==> config.mk <==
export PLATFORM = sky130hd
export DESIGN_NAME = integer_kth_root
export DESIGN_NICKNAME = d
export VERILOG_FILES = /design/src/rtl/ikr_pkg.sv /design/src/rtl/ikr_dp.sv /design/src/rtl/ikr_ctrl.sv /design/src/rtl/integer_kth_root.sv
export SDC_FILE = /design/constraint.sdc
export NUM_CORES = 2
export LEC_CHECK = 0
export BUFFER_PORTS_ARGS = -buffer_cell sky130_fd_sc_hd__buf_4
export CORE_AREA = 2 2 281 283
export DETAILED_ROUTE_END_ITERATION = 10
export DIE_AREA = 0 0 283 285
export PLACE_DENSITY = 0.83
export SYNTH_ARGS = -nofsm -noshare
export SYNTH_HDL_FRONTEND = slang
export SYNTH_HIERARCHICAL = 1
export SYNTH_SLANG_ARGS = --single-unit
==> constraint.sdc <==
create_clock -name clk_i -period 15 [get_ports clk_i]
set_input_delay 3 -clock clk_i [delete_from_list [all_inputs] [get_ports clk_i]]
set_output_delay 3 -clock clk_i [all_outputs]
set_load 0.1 [all_outputs]
==> src/rtl/ikr_pkg.sv <==
// shared types, constants and a helper function for the integer k-th root block
`default_nettype none

package ikr_pkg;

  // field widths of the stream items
  localparam int unsigned RAD_BITS    = 64;
  localparam int unsigned EXP_BITS    = 7;
  localparam int unsigned S_TDATA_W   = 72;
  localparam int unsigned M_TDATA_W   = 64;

  // width of the exponent bit index (exponents below 64 have 6 bits)
  localparam int unsigned JW          = 3;

  // degree from which the root is one for any radicand above zero
  localparam logic [EXP_BITS-1:0] K_LIMIT = 7'd64;

  // controller states
  typedef enum logic [2:0] {
    ST_IDLE,
    ST_CHECK,
    ST_INIT,
    ST_LO,
    ST_HI,
    ST_EVAL,
    ST_NEXT,
    ST_OUT
  } ikr_state_e;

  // commands from controller to datapath
  typedef struct packed {
    logic load;
    logic set_a;
    logic set_one;
    logic init;
    logic mul_lo;
    logic mul_hi;
    logic op_sq;
    logic acc_wr;
    logic j_dec;
    logic keep;
    logic b_dec;
    logic res_n;
  } ikr_cmd_t;

  // status from datapath to controller
  typedef struct packed {
    logic easy_a;
    logic easy_one;
    logic fail;
    logic k_bit;
    logic j_zero;
    logic b_zero;
  } ikr_stat_t;

  // position of the highest set bit among the low six bits of the exponent
  function automatic logic [JW-1:0] msb_pos(input logic [EXP_BITS-1:0] k);
    logic [JW-1:0] pos;
    pos = '0;
    for (int i = 0; i < EXP_BITS - 1; i++) begin
      if (k[i]) begin
        pos = JW'(i);
      end
    end
    return pos;
  endfunction

endpackage

`default_nettype wire

==> src/rtl/ikr_dp.sv <==
// datapath: operand registers, shared half-width multiplier, power check and result
`default_nettype none

module ikr_dp import ikr_pkg::*; #(
  parameter int unsigned VALUE_WIDTH = 64
) (
  input  wire logic                clk_i,
  input  wire logic [RAD_BITS-1:0] radicand_i,
  input  wire logic [EXP_BITS-1:0] exponent_i,
  input  wire ikr_cmd_t            cmd_i,
  output ikr_stat_t                stat_o,
  output logic [RAD_BITS-1:0]      root_value_o
);

  localparam int unsigned HalfW = (VALUE_WIDTH + 1) / 2;
  localparam int unsigned AccW  = 2 * HalfW;
  localparam int unsigned ProdW = 3 * HalfW;
  localparam int unsigned BitW  = $clog2(HalfW);

  logic [VALUE_WIDTH-1:0] a_q;
  logic [EXP_BITS-1:0]    k_q;
  logic [HalfW-1:0]       n_q;
  logic [BitW-1:0]        b_q;
  logic [JW-1:0]          j_q;
  logic [AccW-1:0]        acc_q;
  logic [AccW-1:0]        mul_q;
  logic [AccW-1:0]        plo_q;
  logic [VALUE_WIDTH-1:0] res_q;

  logic [HalfW-1:0]       cand;
  logic [HalfW-1:0]       x_op;
  logic [HalfW-1:0]       y_op;
  logic [AccW-1:0]        mul_d;
  logic [ProdW-1:0]       prod;
  logic [ProdW-1:0]       a_ext;
  logic                   acc_hi_nz;
  logic                   fail;

  // trial root: kept bits plus the bit under test
  assign cand = n_q | (HalfW'(1) << b_q);

  // shared multiplier: one half of the accumulator times the other factor
  assign x_op  = cmd_i.mul_hi ? acc_q[AccW-1:HalfW] : acc_q[HalfW-1:0];
  assign y_op  = cmd_i.op_sq ? acc_q[HalfW-1:0] : cand;
  assign mul_d = x_op * y_op;

  // rebuild the full product from the two partial products and compare
  assign prod      = {mul_q, {HalfW{1'b0}}} + ProdW'(plo_q);
  assign a_ext     = ProdW'(a_q);
  assign acc_hi_nz = |acc_q[AccW-1:HalfW];
  assign fail      = (prod > a_ext) || (cmd_i.op_sq && acc_hi_nz);

  // operand and search registers
  always_ff @(posedge clk_i) begin
    if (cmd_i.load) begin
      a_q <= radicand_i[VALUE_WIDTH-1:0];
      k_q <= exponent_i;
      n_q <= '0;
      b_q <= BitW'(HalfW - 1);
    end else begin
      if (cmd_i.keep) begin
        n_q <= cand;
      end
      if (cmd_i.b_dec) begin
        b_q <= b_q - BitW'(1);
      end
    end
  end

  // accumulator and exponent bit index
  always_ff @(posedge clk_i) begin
    priority if (cmd_i.init) begin
      acc_q <= AccW'(cand);
      j_q   <= msb_pos(k_q) - JW'(1);
    end else begin
      if (cmd_i.acc_wr) begin
        acc_q <= prod[AccW-1:0];
      end
      if (cmd_i.j_dec) begin
        j_q <= j_q - JW'(1);
      end
    end
  end

  // partial product registers
  always_ff @(posedge clk_i) begin
    if (cmd_i.mul_lo || cmd_i.mul_hi) begin
      mul_q <= mul_d;
    end
    if (cmd_i.mul_hi) begin
      plo_q <= mul_q;
    end
  end

  // result register
  always_ff @(posedge clk_i) begin
    priority if (cmd_i.set_a) begin
      res_q <= a_q;
    end else if (cmd_i.set_one) begin
      res_q <= VALUE_WIDTH'(1);
    end else if (cmd_i.res_n) begin
      res_q <= VALUE_WIDTH'(n_q);
    end
  end

  // status toward the controller
  always_comb begin
    stat_o.easy_a   = (a_q <= VALUE_WIDTH'(1)) || (k_q <= EXP_BITS'(1));
    stat_o.easy_one = (k_q >= K_LIMIT);
    stat_o.fail     = fail;
    stat_o.k_bit    = k_q[j_q];
    stat_o.j_zero   = (j_q == '0);
    stat_o.b_zero   = (b_q == '0);
  end

  assign root_value_o = RAD_BITS'(res_q);

endmodule

`default_nettype wire

==> src/rtl/ikr_ctrl.sv <==
// controller: sequences the bitwise root search and the square-and-multiply powering
`default_nettype none

module ikr_ctrl import ikr_pkg::*; (
  input  wire logic      clk_i,
  input  wire logic      rst_ni,
  input  wire logic      in_valid_i,
  output logic           in_ready_o,
  output logic           out_valid_o,
  input  wire logic      out_ready_i,
  input  wire ikr_stat_t stat_i,
  output ikr_cmd_t       cmd_o
);

  ikr_state_e state_q, state_d;
  logic       op_sq_q, op_sq_d;
  logic       step_more;

  // after a square, a set exponent bit calls for a multiply by the trial root
  assign step_more = op_sq_q && stat_i.k_bit;

  // state registers
  always_ff @(posedge clk_i or negedge rst_ni) begin
    if (!rst_ni) begin
      state_q <= ST_IDLE;
      op_sq_q <= 1'b1;
    end else begin
      state_q <= state_d;
      op_sq_q <= op_sq_d;
    end
  end

  // next state
  always_comb begin
    state_d = state_q;
    op_sq_d = op_sq_q;
    unique case (state_q)
      ST_IDLE: begin
        if (in_valid_i) begin
          state_d = ST_CHECK;
        end
      end
      ST_CHECK: begin
        if (stat_i.easy_a || stat_i.easy_one) begin
          state_d = ST_OUT;
        end else begin
          state_d = ST_INIT;
        end
      end
      ST_INIT: begin
        state_d = ST_LO;
        op_sq_d = 1'b1;
      end
      ST_LO:   state_d = ST_HI;
      ST_HI:   state_d = ST_EVAL;
      ST_EVAL: begin
        priority if (stat_i.fail) begin
          state_d = ST_NEXT;
        end else if (step_more) begin
          state_d = ST_LO;
          op_sq_d = 1'b0;
        end else if (stat_i.j_zero) begin
          state_d = ST_NEXT;
        end else begin
          state_d = ST_LO;
          op_sq_d = 1'b1;
        end
      end
      ST_NEXT: begin
        if (stat_i.b_zero) begin
          state_d = ST_OUT;
        end else begin
          state_d = ST_INIT;
        end
      end
      ST_OUT: begin
        if (out_ready_i) begin
          state_d = ST_IDLE;
        end
      end
      default: state_d = ST_IDLE;
    endcase
  end

  // outputs and datapath commands
  always_comb begin
    in_ready_o  = 1'b0;
    out_valid_o = 1'b0;
    cmd_o       = '0;
    cmd_o.op_sq = op_sq_q;
    unique case (state_q)
      ST_IDLE: begin
        in_ready_o = 1'b1;
        cmd_o.load = in_valid_i;
      end
      ST_CHECK: begin
        priority if (stat_i.easy_a) begin
          cmd_o.set_a = 1'b1;
        end else if (stat_i.easy_one) begin
          cmd_o.set_one = 1'b1;
        end
      end
      ST_INIT: cmd_o.init   = 1'b1;
      ST_LO:   cmd_o.mul_lo = 1'b1;
      ST_HI:   cmd_o.mul_hi = 1'b1;
      ST_EVAL: begin
        if (!stat_i.fail) begin
          cmd_o.acc_wr = 1'b1;
          if (!step_more) begin
            if (stat_i.j_zero) begin
              cmd_o.keep = 1'b1;
            end else begin
              cmd_o.j_dec = 1'b1;
            end
          end
        end
      end
      ST_NEXT: begin
        if (stat_i.b_zero) begin
          cmd_o.res_n = 1'b1;
        end else begin
          cmd_o.b_dec = 1'b1;
        end
      end
      ST_OUT: out_valid_o = 1'b1;
      default: cmd_o.op_sq = op_sq_q;
    endcase
  end

endmodule

`default_nettype wire

==> src/rtl/integer_kth_root.sv <==
// top level of the integer k-th root block: controller plus datapath
//
//  channel  | dir | tdata fields (low bit up)              | tuser / tlast
//  s_axis   | in  | radicand[63:0], exponent[70:64], pad[71] | none
//  m_axis   | out | root_value[63:0]                         | none
//
// One item at a time. Radicand 0 or 1, degree 0 or 1, or degree 64 and up: answered from ST_CHECK.
// Otherwise each of the (VALUE_WIDTH+1)/2 root bits passes ST_INIT and ST_NEXT, and each square
// and each multiply runs ST_LO, ST_HI and ST_EVAL on the single shared half-width multiplier;
// a rejected trial bit stops early.
// Reset clears only the controller; a stalled result holds and no new item is taken.
`default_nettype none

module integer_kth_root import ikr_pkg::*; #(
  parameter int unsigned VALUE_WIDTH = 64
) (
  input  wire logic                 clk_i,
  input  wire logic                 rst_ni,
  input  wire logic                 s_axis_tvalid_i,
  output logic                      s_axis_tready_o,
  input  wire logic [S_TDATA_W-1:0] s_axis_tdata_i,  // radicand[63:0], exponent[70:64]
  output logic                      m_axis_tvalid_o,
  input  wire logic                 m_axis_tready_i,
  output logic [M_TDATA_W-1:0]      m_axis_tdata_o   // root_value[63:0]
);

  ikr_cmd_t  cmd;
  ikr_stat_t stat;

  // controller
  ikr_ctrl u_ctrl (
    .clk_i       (clk_i),
    .rst_ni      (rst_ni),
    .in_valid_i  (s_axis_tvalid_i),
    .in_ready_o  (s_axis_tready_o),
    .out_valid_o (m_axis_tvalid_o),
    .out_ready_i (m_axis_tready_i),
    .stat_i      (stat),
    .cmd_o       (cmd)
  );

  // datapath
  ikr_dp #(
    .VALUE_WIDTH (VALUE_WIDTH)
  ) u_dp (
    .clk_i        (clk_i),
    .radicand_i   (s_axis_tdata_i[RAD_BITS-1:0]),
    .exponent_i   (s_axis_tdata_i[RAD_BITS+EXP_BITS-1:RAD_BITS]),
    .cmd_i        (cmd),
    .stat_o       (stat),
    .root_value_o (m_axis_tdata_o)
  );

  // never take an item while a result is pending
  a_no_overlap: assert property (@(posedge clk_i) disable iff (!rst_ni)
    !(s_axis_tready_o && m_axis_tvalid_o))
    else $error("input ready while result pending");

  // an accepted item closes the input side on the next cycle
  a_busy_after_accept: assert property (@(posedge clk_i) disable iff (!rst_ni)
    (s_axis_tvalid_i && s_axis_tready_o) |=> !s_axis_tready_o)
    else $error("input still ready after item accepted");

  // a delivered result reopens the input side
  a_ready_after_output: assert property (@(posedge clk_i) disable iff (!rst_ni)
    (m_axis_tvalid_o && m_axis_tready_i) |=> (s_axis_tready_o && !m_axis_tvalid_o))
    else $error("block not idle after result delivered");

endmodule

`default_nettype wire

==> flow_metrics.py <==
metrics = {
    "synth": {
        "syn_avg_cell_area_um2": 9.60,
        "synth_top_family_by_area": "adder cells",
        "synth_common_cells": "inv_1 (958), fa_1 (897), nor2_1 (751)",
        "syn_inst": 5313,
        "ys_seq_elements": 371,
        "yosysMostFrequentCell": "inv_1",
        "synth_area_leaders": "fa_1 (35%), edfxtp_1 (18%), ha_1 (9.0%)",
        "synth_top_area_frac": 0.352,
        "synth_cell_type_count": 94,
        "synth_nets": 6651,
        "yosys.area.top_type": "fa_1",
        "synth_compound_area_frac": 0.0657,
        "synth_fa_ha_area_frac": 0.442,
        "synth-edff-count": 298,
        "ys_seq_area_frac": 0.205,
        "async_reset_ff_frac": 0.0108,
        "yosys.area_share.simple": 0.141,
        "ys.flop_type": "edfxtp_1",
        "synthMuxAreaShare": 0.0402,
        "synthXorXnorAreaFrac": 0.0168,
        "yosysWarnings": 6,
        "synth_area_mm2": 0.0510,
    },
    "route": {
        "vias": 40414,
        "ant_nets": 0,
        "firstDrtPassIters": 8,
        "drt_wl_total_mm": 165,
        "viasPerCell": 6.30,
        "drt_iter0_drc": 4746,
        "routedWlPerCell_um": 25.8,
        "drc": 0,
    },
    "placement": {
        "place_ws_ns": 3.96,
        "gp_congestion": 1.02,
        "numPortBuffers": 140,
        "dp_hpwl_mm": 127,
    },
    "cells_and_area": {
        "seq_area_mm2": 0.0104,
        "syn_to_final_growth_pct": 6.99,
        "fin_nets": 6667,
        "drive_above_1_share": 0.0873,
        "postLayoutCoreUtil": 0.700,
        "fillerInstances": 5572,
        "multiInputGateArea_mm2": 0.0362,
    },
    "floorplan": {
        "die-area_mm2": 0.0807,
        "num_io_pins": 142,
        "initial_utilization": 0.654,
        "die_y_um": 285,
        "die_w_um": 283,
        "coreArea_mm2": 0.0780,
        "rows": 103,
    },
    "clocking": {
        "clk_pin_slew_worst_paths_ns": 0.06,
        "clock_path_buffers": 3,
        "cts_tree": "yes",
        "postCtsSetupBuffers": 0,
        "cts_hold_buffers": 0,
        "cts-root-buf": "clkbuf_16",
        "htree_levels": 2,
        "cts_sinks": 371,
        "cts_buffers": 40,
        "cts_resized": 0,
        "insertion_delay_ns": 0.56,
    },
    "worst_setup_path": {
        "crit_required_ns": 15.29,
        "arrival_ns": 11.67,
        "cp_slowest_stage_delay_ns": 0.77,
        "cp-start-kind": "flip-flop",
        "cpMostUsedCell": "fa_1",
        "end_kind": "flip-flop",
        "path_class": "reg2reg",
        "crit_slowest_cell": "mux2i_2",
        "crit_fanout": 89,
    },
    "run_status": {
        "status": "finished clean",
    },
    "sta": {
        "fin_setup_tns_ns": 0,
        "fin_worst_skew_ns": 0.0232,
        "max_slew_margin": 0.137,
        "rsz0062_at_grt": "no",
        "layout_min_cycle_time_ns": 11.38,
        "setup_violations": 0,
        "fmaxAchievable_mhz": 87.9,
        "setup_slack_ns": 3.62,
        "finalMaxSlewViolations": 0,
        "hold_violations": 0,
        "tightest_slew_ns": 1.27,
        "period_share": 0.759,
    },
    "global_routing": {
        "grt.overflow.total": 0,
        "grt_max_degree": 98,
        "grt_pass1_wl_mm": 250,
        "antenna_found_initial": 6,
        "grt_pass1_vias": 42105,
        "track_usage": 0.416,
    },
    "worst_hold_path": {
        "min_path_type": "reg2reg",
    },
    "run": {
        "drv_cap": 0,
    },
}
==> layer usage <==
| metal | vias to the layer above | global-route usage | routed length [µm] |
|---|---|---|---|
| met2 | 2868 | 0.640 | 73300 |
| met4 | 6 | 0.277 | 14100 |
| met1 | 19954 | 0.514 | 55800 |
| li1 | 16756 | - | - |
| met5 | - | 0 | 46 |
| met3 | 830 | 0.121 | 21900 |
==> layout by cell type, fill, tap and decap left out, types with 83 or more instances in the layout <==
cell type	synthesis	routed
inv_1	958	958
o21ai_0	108	108
ha_1	365	365
edfxtp_1	298	298
buf_4	6	218
a21o_1	83	83
nor2_1	751	751
a21oi_1	167	167
fa_1	897	897
nand2_1	560	560
mux2_2	92	92
==> path summary, 6_finish.rpt <==
kind	startpoint	end	slack, ns	depth (start not counted)
worst max register to register	u_ctrl/state_q[2]	u_dp/mul_q[56]	3.62	30
worst max-delay path	u_ctrl/state_q[2]	u_dp/mul_q[56]	3.62	30
max in group asynchronous	rst_ni	u_ctrl/op_sq_q	12.59	1
worst min-delay path	u_dp/mul_q[0]	u_dp/plo_q[0]	0.50	0
min in group asynchronous	rst_ni	u_ctrl/state_q[2]	2.22	1
worst min register to register	u_dp/mul_q[0]	u_dp/plo_q[0]	0.50	0
==> through the flow <==
| stage | cell area, µm² | std cells | hold WS [ns] |
|---|---|---|---|
| after floorplan | 51000 | 5313 | 0.428 |
| after global placement | 53200 | 6337 | 0.467 |
| after detailed placement | 53200 | 6337 | 0.480 |
| after CTS | 54500 | 6411 | 0.498 |
| after global routing | 54500 | 6411 | 0.512 |
| final | 54600 | 6413 | 0.501 |
==> state kept, by name (all words and copies together) (netlist names) <==
register and cells:
u_ctrl/op_sq_q 1, u_dp/acc_q 64, u_ctrl/state_q 3, u_dp/b_q 5, u_dp/root_value_o 64, u_dp/n_q 32
u_dp/j_q 3, u_dp/a_q 64, u_dp/k_q 7, u_dp/mul_q 64, u_dp/plo_q 64
==> worst max-delay path: cells and delay by family (launching register included) <==
| kind | cells | cell delay [ns] |
|---|---|---|
| XOR/XNOR | 1 | 0.15 |
| adder cells (fa/ha/maj) | 9 | 4.45 |
| buffers and inverters | 6 | 1.24 |
| multiplexers | 1 | 0.77 |
| AND/OR/NAND/NOR | 4 | 1.20 |
| flip-flops | 1 | 0.57 |
| AO/OA/AOI/OAI | 9 | 2.62 |
==> area by class of cell <==
type | instances | share of cell area
Inverter | 958 | 0.0659
Timing Repair Buffer | 219 | 0.0304
Tap cell | 1050 | 0.0241
Clock inverter | 21 | 0.00411
Sequential cell | 371 | 0.191
Multi-Input combinational cell | 3739 | 0.664
Clock buffer | 53 | 0.0200
Antenna cell | 2 | 0.0000917
==> kinds of logic after synthesis <==
family,after synthesis
mux,192
compound gates,521
buf+inv,1203
fa+ha+maj,1262
xor+xnor,98
simple gates,1666
flops,371
Power is not shown: default switching activity piles up to over one toggle a cycle in this logic, so the estimate is an artifact.
